--- src/sv/eai_pkg.sv ---
// Package for the edge-aware 2x interpolator: widths, pipeline payload types and pixel math.
package eai_pkg;

   localparam int CHANNEL_BITS = 8;
   localparam int PIXEL_BITS = 3 * CHANNEL_BITS;
   // sum of three absolute channel differences
   localparam int DIFF_BITS = CHANNEL_BITS + 2;
   localparam int DEN_BITS = DIFF_BITS + 1;
   localparam int FRAC_BITS = 8;
   localparam int WEIGHT_BITS = FRAC_BITS + 1;
   localparam int PROD_BITS = CHANNEL_BITS + WEIGHT_BITS;
   localparam int DIV_STEPS_PER_STAGE = 2;
   localparam int DIV_STAGES = FRAC_BITS / DIV_STEPS_PER_STAGE;
   // input stage, diff/select stage, divider stages, output register
   localparam int NUM_STAGES = DIV_STAGES + 3;

   localparam logic [WEIGHT_BITS-1:0] WEIGHT_ONE = WEIGHT_BITS'(1 << FRAC_BITS);
   localparam logic [WEIGHT_BITS-1:0] MID_WEIGHT = WEIGHT_BITS'(205);
   localparam logic [FRAC_BITS-1:0] QUO_MAX = FRAC_BITS'(1 << (FRAC_BITS - 1));

   typedef logic [CHANNEL_BITS-1:0] chan_type;
   typedef logic [PIXEL_BITS-1:0] pixel_type;

   typedef enum logic [1:0] {
      MODE_COPY  = 2'd0,
      MODE_VERT  = 2'd1,
      MODE_HORIZ = 2'd2,
      MODE_DIAG  = 2'd3
   } mode_type;

   typedef struct packed {
      mode_type mode;
      pixel_type cf;
      pixel_type aad;
      pixel_type abc;
      pixel_type a2;
      pixel_type dad_ch;
      pixel_type dbc_ch;
   } front_type;

   typedef struct packed {
      pixel_type x;
      pixel_type y;
      logic [WEIGHT_BITS-1:0] wfix;
      logic use_div;
      logic [DEN_BITS-1:0] den;
      logic [DEN_BITS-1:0] rem;
      logic [FRAC_BITS-1:0] quo;
   } div_type;

   function automatic pixel_type avg_px(input pixel_type a, input pixel_type b);
      pixel_type r;
      logic [CHANNEL_BITS:0] s;
      r = '0;
      for (int k = 0; k < 3; k++) begin
         s = {1'b0, a[k*CHANNEL_BITS +: CHANNEL_BITS]} + {1'b0, b[k*CHANNEL_BITS +: CHANNEL_BITS]};
         r[k*CHANNEL_BITS +: CHANNEL_BITS] = s[CHANNEL_BITS:1];
      end
      return r;
   endfunction

   function automatic pixel_type absdiff_px(input pixel_type a, input pixel_type b);
      pixel_type r;
      chan_type ca;
      chan_type cb;
      r = '0;
      for (int k = 0; k < 3; k++) begin
         ca = a[k*CHANNEL_BITS +: CHANNEL_BITS];
         cb = b[k*CHANNEL_BITS +: CHANNEL_BITS];
         r[k*CHANNEL_BITS +: CHANNEL_BITS] = (ca > cb) ? (ca - cb) : (cb - ca);
      end
      return r;
   endfunction

   function automatic logic [DIFF_BITS-1:0] sum_px(input pixel_type d);
      return DIFF_BITS'(d[0 +: CHANNEL_BITS])
         + DIFF_BITS'(d[CHANNEL_BITS +: CHANNEL_BITS])
         + DIFF_BITS'(d[2*CHANNEL_BITS +: CHANNEL_BITS]);
   endfunction

   // (x*w + y*(1-w)) per channel, weight in FRAC_BITS fixed point
   function automatic pixel_type blend_px(input pixel_type x, input pixel_type y,
                                          input logic [WEIGHT_BITS-1:0] w);
      pixel_type r;
      logic [PROD_BITS-1:0] p;
      logic [WEIGHT_BITS-1:0] wn;
      r = '0;
      wn = WEIGHT_ONE - w;
      for (int k = 0; k < 3; k++) begin
         p = PROD_BITS'(x[k*CHANNEL_BITS +: CHANNEL_BITS]) * PROD_BITS'(w)
           + PROD_BITS'(y[k*CHANNEL_BITS +: CHANNEL_BITS]) * PROD_BITS'(wn);
         r[k*CHANNEL_BITS +: CHANNEL_BITS] = p[FRAC_BITS +: CHANNEL_BITS];
      end
      return r;
   endfunction

   // restoring fraction division, a few quotient bits per call
   function automatic div_type div_step(input div_type d);
      div_type r;
      logic [DEN_BITS:0] sh;
      r = d;
      for (int i = 0; i < DIV_STEPS_PER_STAGE; i++) begin
         sh = {r.rem, 1'b0};
         if (sh >= {1'b0, r.den}) begin
            r.rem = DEN_BITS'(sh - {1'b0, r.den});
            r.quo = {r.quo[FRAC_BITS-2:0], 1'b1};
         end else begin
            r.rem = DEN_BITS'(sh);
            r.quo = {r.quo[FRAC_BITS-2:0], 1'b0};
         end
      end
      return r;
   endfunction

endpackage

--- src/sv/edge_aware_2x_pixel_interpolator_core.sv ---
// Top level of the edge-aware 2x interpolator: one output pixel per transfer, fully pipelined.
//
// Usage:
//   req_* carries one gathered neighbourhood and its parity class (req_mode); it is taken
//   on a clock edge with req_valid and req_ready high. rsp_out_pixel is the interpolated
//   RGB888 pixel, handed over on an edge with rsp_valid and rsp_ready high.
//   Results come out in request order, exactly one per request.
// Throughput: one pixel per clock while rsp_ready is high. Every mode goes through the
//   same seven register stages: channel averages and differences, difference sums and
//   diagonal selection, four stages of the restoring divider (two weight bits each),
//   and the blend multipliers feeding the output register.
// Stall: each stage keeps its own valid bit and advances when the stage after it is
//   empty or moving, so bubbles are squeezed out and req_ready falls only when all
//   seven stages are full and rsp_ready is low. Nothing is dropped or repeated.
// Reset: synchronous, active high; clears all valid bits, so the pipe is empty and
//   req_ready is high in the first cycle after reset.
module edge_aware_2x_pixel_interpolator_core (
   input  logic clock,
   input  logic reset,
   input  logic req_valid,
   output logic req_ready,
   input  logic [1:0] req_mode,
   input  logic [eai_pkg::PIXEL_BITS-1:0] req_center_first,
   input  logic [eai_pkg::PIXEL_BITS-1:0] req_center_second,
   input  logic [eai_pkg::PIXEL_BITS-1:0] req_side_one_first,
   input  logic [eai_pkg::PIXEL_BITS-1:0] req_side_one_second,
   input  logic [eai_pkg::PIXEL_BITS-1:0] req_side_two_first,
   input  logic [eai_pkg::PIXEL_BITS-1:0] req_side_two_second,
   output logic rsp_valid,
   input  logic rsp_ready,
   output logic [eai_pkg::PIXEL_BITS-1:0] rsp_out_pixel
);

   localparam int NS = eai_pkg::NUM_STAGES;
   localparam int ND = eai_pkg::DIV_STAGES;

   logic [NS-1:0] valid_ff;
   logic [NS-1:0] valid_in;
   logic [NS-1:0] valid_prev;
   logic [NS:0] adv;

   eai_pkg::front_type front_ff;
   eai_pkg::front_type front_in;
   eai_pkg::div_type dv_ff [0:ND];
   eai_pkg::div_type sel_in;
   eai_pkg::pixel_type out_pixel_ff;
   eai_pkg::pixel_type out_pixel_in;
   logic [eai_pkg::WEIGHT_BITS-1:0] weight;

   logic [eai_pkg::DIFF_BITS-1:0] dad;
   logic [eai_pkg::DIFF_BITS-1:0] dbc;

   // stage k moves when it is empty or the stage after it moves
   always_comb begin
      adv[NS] = rsp_ready;
      for (int k = NS - 1; k >= 0; k--) begin
         adv[k] = !valid_ff[k] || adv[k+1];
      end
   end

   assign valid_prev = {valid_ff[NS-2:0], req_valid};
   assign valid_in = (adv[NS-1:0] & valid_prev) | (~adv[NS-1:0] & valid_ff);

   always_ff @(posedge clock) begin
      if (reset) begin
         valid_ff <= '0;
      end else begin
         valid_ff <= valid_in;
      end
   end

   assign req_ready = adv[0];
   assign rsp_valid = valid_ff[NS-1];
   assign rsp_out_pixel = out_pixel_ff;

   // front stage: per-channel averages and absolute differences
   always_comb begin
      front_in.mode = eai_pkg::mode_type'(req_mode);
      front_in.cf = req_center_first;
      front_in.aad = eai_pkg::avg_px(req_center_first, req_center_second);
      front_in.abc = eai_pkg::avg_px(req_side_one_first, req_side_one_second);
      front_in.a2 = eai_pkg::avg_px(req_side_two_first, req_side_two_second);
      front_in.dad_ch = eai_pkg::absdiff_px(req_center_first, req_center_second);
      front_in.dbc_ch = eai_pkg::absdiff_px(req_side_one_first, req_side_one_second);
   end

   always_ff @(posedge clock) begin
      if (adv[0]) begin
         front_ff <= front_in;
      end
   end

   // select stage: everything is reduced to blend(x, y, w); copies use w = 1.0
   assign dad = eai_pkg::sum_px(front_ff.dad_ch);
   assign dbc = eai_pkg::sum_px(front_ff.dbc_ch);

   always_comb begin
      sel_in.x = front_ff.cf;
      sel_in.y = front_ff.cf;
      sel_in.wfix = eai_pkg::WEIGHT_ONE;
      sel_in.use_div = 1'b0;
      sel_in.den = eai_pkg::DEN_BITS'(1);
      sel_in.rem = '0;
      sel_in.quo = '0;
      unique case (front_ff.mode)
         eai_pkg::MODE_COPY: begin
            sel_in.x = front_ff.cf;
         end
         eai_pkg::MODE_VERT, eai_pkg::MODE_HORIZ: begin
            sel_in.x = front_ff.aad;
            sel_in.y = eai_pkg::avg_px(front_ff.abc, front_ff.a2);
            sel_in.wfix = eai_pkg::MID_WEIGHT;
         end
         eai_pkg::MODE_DIAG: begin
            priority if (dad == '0 && dbc == '0) begin
               sel_in.x = front_ff.cf;
            end else if (dad == '0) begin
               sel_in.x = front_ff.aad;
            end else if (dbc == '0) begin
               sel_in.x = front_ff.abc;
            end else begin
               // larger-difference average gets the small/(small+large) weight
               sel_in.use_div = 1'b1;
               sel_in.den = eai_pkg::DEN_BITS'(dad) + eai_pkg::DEN_BITS'(dbc);
               if (dad < dbc) begin
                  sel_in.rem = eai_pkg::DEN_BITS'(dad);
                  sel_in.x = front_ff.abc;
                  sel_in.y = front_ff.aad;
               end else begin
                  sel_in.rem = eai_pkg::DEN_BITS'(dbc);
                  sel_in.x = front_ff.aad;
                  sel_in.y = front_ff.abc;
               end
            end
         end
         default: begin
            sel_in.x = front_ff.cf;
         end
      endcase
   end

   // select register and divider stages
   always_ff @(posedge clock) begin
      if (adv[1]) begin
         dv_ff[0] <= sel_in;
      end
      for (int j = 1; j <= ND; j++) begin
         if (adv[1+j]) begin
            dv_ff[j] <= eai_pkg::div_step(dv_ff[j-1]);
         end
      end
   end

   // blend and output register
   assign weight = dv_ff[ND].use_div ? {1'b0, dv_ff[ND].quo} : dv_ff[ND].wfix;
   assign out_pixel_in = eai_pkg::blend_px(dv_ff[ND].x, dv_ff[ND].y, weight);

   always_ff @(posedge clock) begin
      if (adv[NS-1]) begin
         out_pixel_ff <= out_pixel_in;
      end
   end

   // the smaller sum never exceeds half of the divisor, so the weight stays at or below 1/2
   a_div_operands: assert property (@(posedge clock) disable iff (reset)
      valid_ff[1] && dv_ff[0].use_div |->
         dv_ff[0].den != '0 && {dv_ff[0].rem, 1'b0} <= {1'b0, dv_ff[0].den})
      else $error("divider operands out of range");

   a_div_result: assert property (@(posedge clock) disable iff (reset)
      valid_ff[NS-2] && dv_ff[ND].use_div |->
         dv_ff[ND].rem < dv_ff[ND].den && dv_ff[ND].quo <= eai_pkg::QUO_MAX)
      else $error("divider result out of range");

   a_full_stall: assert property (@(posedge clock) disable iff (reset)
      !req_ready |-> (&valid_ff) && !rsp_ready)
      else $error("request side stalled with room in the pipe");

   a_fixed_weight: assert property (@(posedge clock) disable iff (reset)
      valid_ff[1] && !dv_ff[0].use_div |->
         dv_ff[0].wfix == eai_pkg::WEIGHT_ONE || dv_ff[0].wfix == eai_pkg::MID_WEIGHT)
      else $error("unexpected fixed blend weight");

endmodule

--- config.mk ---
export PLATFORM = sky130hd
export DESIGN_NAME = edge_aware_2x_pixel_interpolator_core
export DESIGN_NICKNAME = d
export VERILOG_FILES = /design/src/sv/eai_pkg.sv /design/src/sv/edge_aware_2x_pixel_interpolator_core.sv
export SDC_FILE = /design/constraint.sdc
export NUM_CORES = 2
export LEC_CHECK = 0
export BUFFER_PORTS_ARGS = -buffer_cell sky130_fd_sc_hd__buf_2
export CAP_MARGIN = 20
export CELL_PAD_IN_SITES_DETAIL_PLACEMENT = 1
export CELL_PAD_IN_SITES_GLOBAL_PLACEMENT = 1
export CORE_UTILIZATION = 47
export DETAILED_ROUTE_END_ITERATION = 8
export GPL_ROUTABILITY_DRIVEN = 0
export PLACE_DENSITY_LB_ADDON = 0.1
export SLEW_MARGIN = 40
export SYNTH_ARGS = -nofsm -noshare
export SYNTH_HDL_FRONTEND = slang
export SYNTH_SLANG_ARGS = --single-unit
--- constraint.sdc ---
create_clock -name clock -period 7.5 [get_ports clock]
set_input_delay 1.125 -clock clock [delete_from_list [all_inputs] [get_ports clock]]
set_output_delay 1.125 -clock clock [all_outputs]
set_load 0.01 [all_outputs]
==> flow_summary.yaml <==
synth:
  synth_edf_count: 532
  syn_area_per_cell_um2: 11.0
  ys_warn_count: 0
  synthArstFlopShare_pct: 0
  yosys-top-cells-count: "inv_1, edfxtp_1, ha_1"
  synth_top_area_share_pct: 36.3
  synth_nets: 4980
  syn_inst: 3991
  ys_seq_area_share_pct: 36.6
  ys_ff_latch: 539
  yosysUniqueCellTypes: 70
  synth_top_flop_cell: "edfxtp_1"
  synthesis.area_um2: 44000
  yosys.area.top_type: "edfxtp_1"
  yosysMostFrequentCell: "inv_1"
  netlist_top_cells_area: "edfxtp_1, fa_1, ha_1"
route:
  viasPerCell: 5.31
  vias: 29103
  drc: 0
  ant_nets: 0
  wl_per_cell_um: 20.1
  drtPass1Iterations: 5
  wl_um: 110000
  drtIter0Drc: 1435
setup_path:
  crit_fanout: 16
  setup.worst_path.class: "flop to flop"
  required_ns: 7.84
  cp_data_arrival_time_ns: 7.51
  reg2reg_slack_ns: 0.34
  worstSetupStartpointType: "flop"
  endpoint_kind: "flop"
timing:
  worst_slew_pin_slew_ns: 0.872
  final_max_slew_viol_count: 0
  hold_violations: 0
  finClkSkew_ns: 0.0260
  setup_viol: 0
  max_slew_margin_pct: 41.6
  min_period_ns: 7.16
  fmax_mhz: 140
  setup_ws_ns: 0.338
  min_period_over_period_pct: 95.5
cts:
  clkTransAtPathRegs_ns: 0.06
  clk_latency_ns: 0.62
  cts_sinks: 539
  h-tree-depth: 2
  cts_buffer_depth: 3
  cts_tree: "done"
  clockRootBuffer: "clkbuf_16"
  numCtsBuffers: 58
  cts_hold_buffers: 0
floorplanning:
  ios: 176
  start_util_pct: 47.7
  row_count: 111
  die_y_um: 308
  coreArea_um2: 92200
  die_x_um: 308
  dieArea_um2: 94800
worst_hold_path:
  hp-class: "flop to flop"
final_layout:
  drive_gt1_share_pct: 10.4
  n_fill_cell: 10065
  seq_area_um2: 16100
  fin_nets: 5169
  area_growth_pct: 10.6
  multi_input_area_um2: 25100
global_route:
  grt_overflow: 0
  grt_pass1_wl_um: 174000
  grtUsageTotal_pct: 23.6
  antenna_found_initial: 8
  grt_pass1_vias: 31572
  grt_max_degree: 76
placed_design:
  hpwl_um: 88600
  port-buffer-count: 175
  place_worst_setup_slack_ns: 0.174
run:
  cap_violations: 0
status:
  status: "complete, no violations"
==> flip-flops by register name, indices dropped and copies added, names as in the netlist, named ones only <==
name	cells
front_ff	146
dv_ff	362
rsp_out_pixel	24
==> path summary, 6_finish.rpt <==
check,to,from,depth (start not counted)
max,rsp_out_pixel[7],dv_ff[0][382],26
min,dv_ff[0][159],dv_ff[0][71],0
max reg2reg,rsp_out_pixel[7],dv_ff[0][382],26
min reg2reg,dv_ff[0][159],dv_ff[0][71],0
==> metrics by stage <==
step	instance area (um2)	hold slack [ns]	util [%]	TNS, ns	cells
2_1_floorplan	44000	0.400	-	-24.60	3991
3_3_place_gp	46500	0.401	50.4	0	5360
3_5_place_dp	46500	0.405	50.5	0	5361
4_1_cts	48600	0.415	52.7	0	5471
5_1_grt	48700	0.414	52.8	-0.0268	5477
6_report	48700	0.408	52.8	0	5477
==> cell usage in the layout (no fill, tap or decap), types with 22 or more instances in the layout <==
cell type	instances
nor2_1	189
nand3_1	33
xor2_1	57
and2_1	213
a221o_1	34
buf_4	54
ha_1	472
o21a_1	22
a21o_1	39
buf_2	175
nand4_1	24
nand2_1	277
nand2b_1	31
nor3_1	39
a21oi_1	183
mux2i_1	64
xnor2_1	165
inv_1	655
fa_1	365
mux2_2	57
nor2b_1	50
edfxtp_1	532
o21bai_1	49
clkbuf_16	61
o21ai_0	79
and3_1	31
==> routing by layer <==
metal	vias up	track usage (%)	share of wire, %
li1	13820	-	-
met1	14585	30.0	43
met2	501	41.3	50
met3	193	2.63	3.3
met4	4	8.98	3.9
met5	-	0	0.024
==> area by class of cell <==
type	instances	share of cell area, %
inverters	657	5.07
multi-input cells	2691	51.6
clock buffers	65	3.17
well taps	1243	3.20
diodes	4	0.0206
flip-flops and latches	539	33.1
clock inverters	45	1.11
repair buffers	233	2.74
==> cells by family (layout without fill, tap and decap cells) <==
group	after synthesis	in the layout	share of synthesized area, %
mux	121	121	2.92
xor+xnor	223	223	4.44
other cells	0	4	0
fa+ha+maj	839	839	30.1
compound gates	564	564	8.68
flops	539	539	36.6
simple gates	944	944	10.7
buf+inv	761	1000	6.59
==> repair_timing <==
action	CTS	global route
endpoints found under the setup margin	0	5
buffers inserted	0	2
resized for setup	0	4
==> worst max-delay path, cell delays in order (launching register included) <==
cell	delay (ns)
edfxtp_1	0.49
buf_4	0.20
nand2_1	0.08
nand2_1	0.08
inv_1	0.10
ha_1	0.24
nand2_1	0.10
nor4_1	0.25
xnor2_1	0.26
buf_6	0.24
nand2_1	0.09
fa_1	0.47
fa_1	0.52
inv_1	0.05
fa_1	0.55
fa_1	0.44
fa_1	0.52
fa_1	0.41
ha_1	0.19
a2111oi_0	0.37
nand2_1	0.12
o2111ai_1	0.25
a21oi_1	0.16
nor3_2	0.27
o21bai_1	0.14
a21oi_1	0.20
xnor2_1	0.09
Power is left out: the tool's default activity adds up to more than one toggle a clock period on the data nets, which glitch-free logic cannot reach.
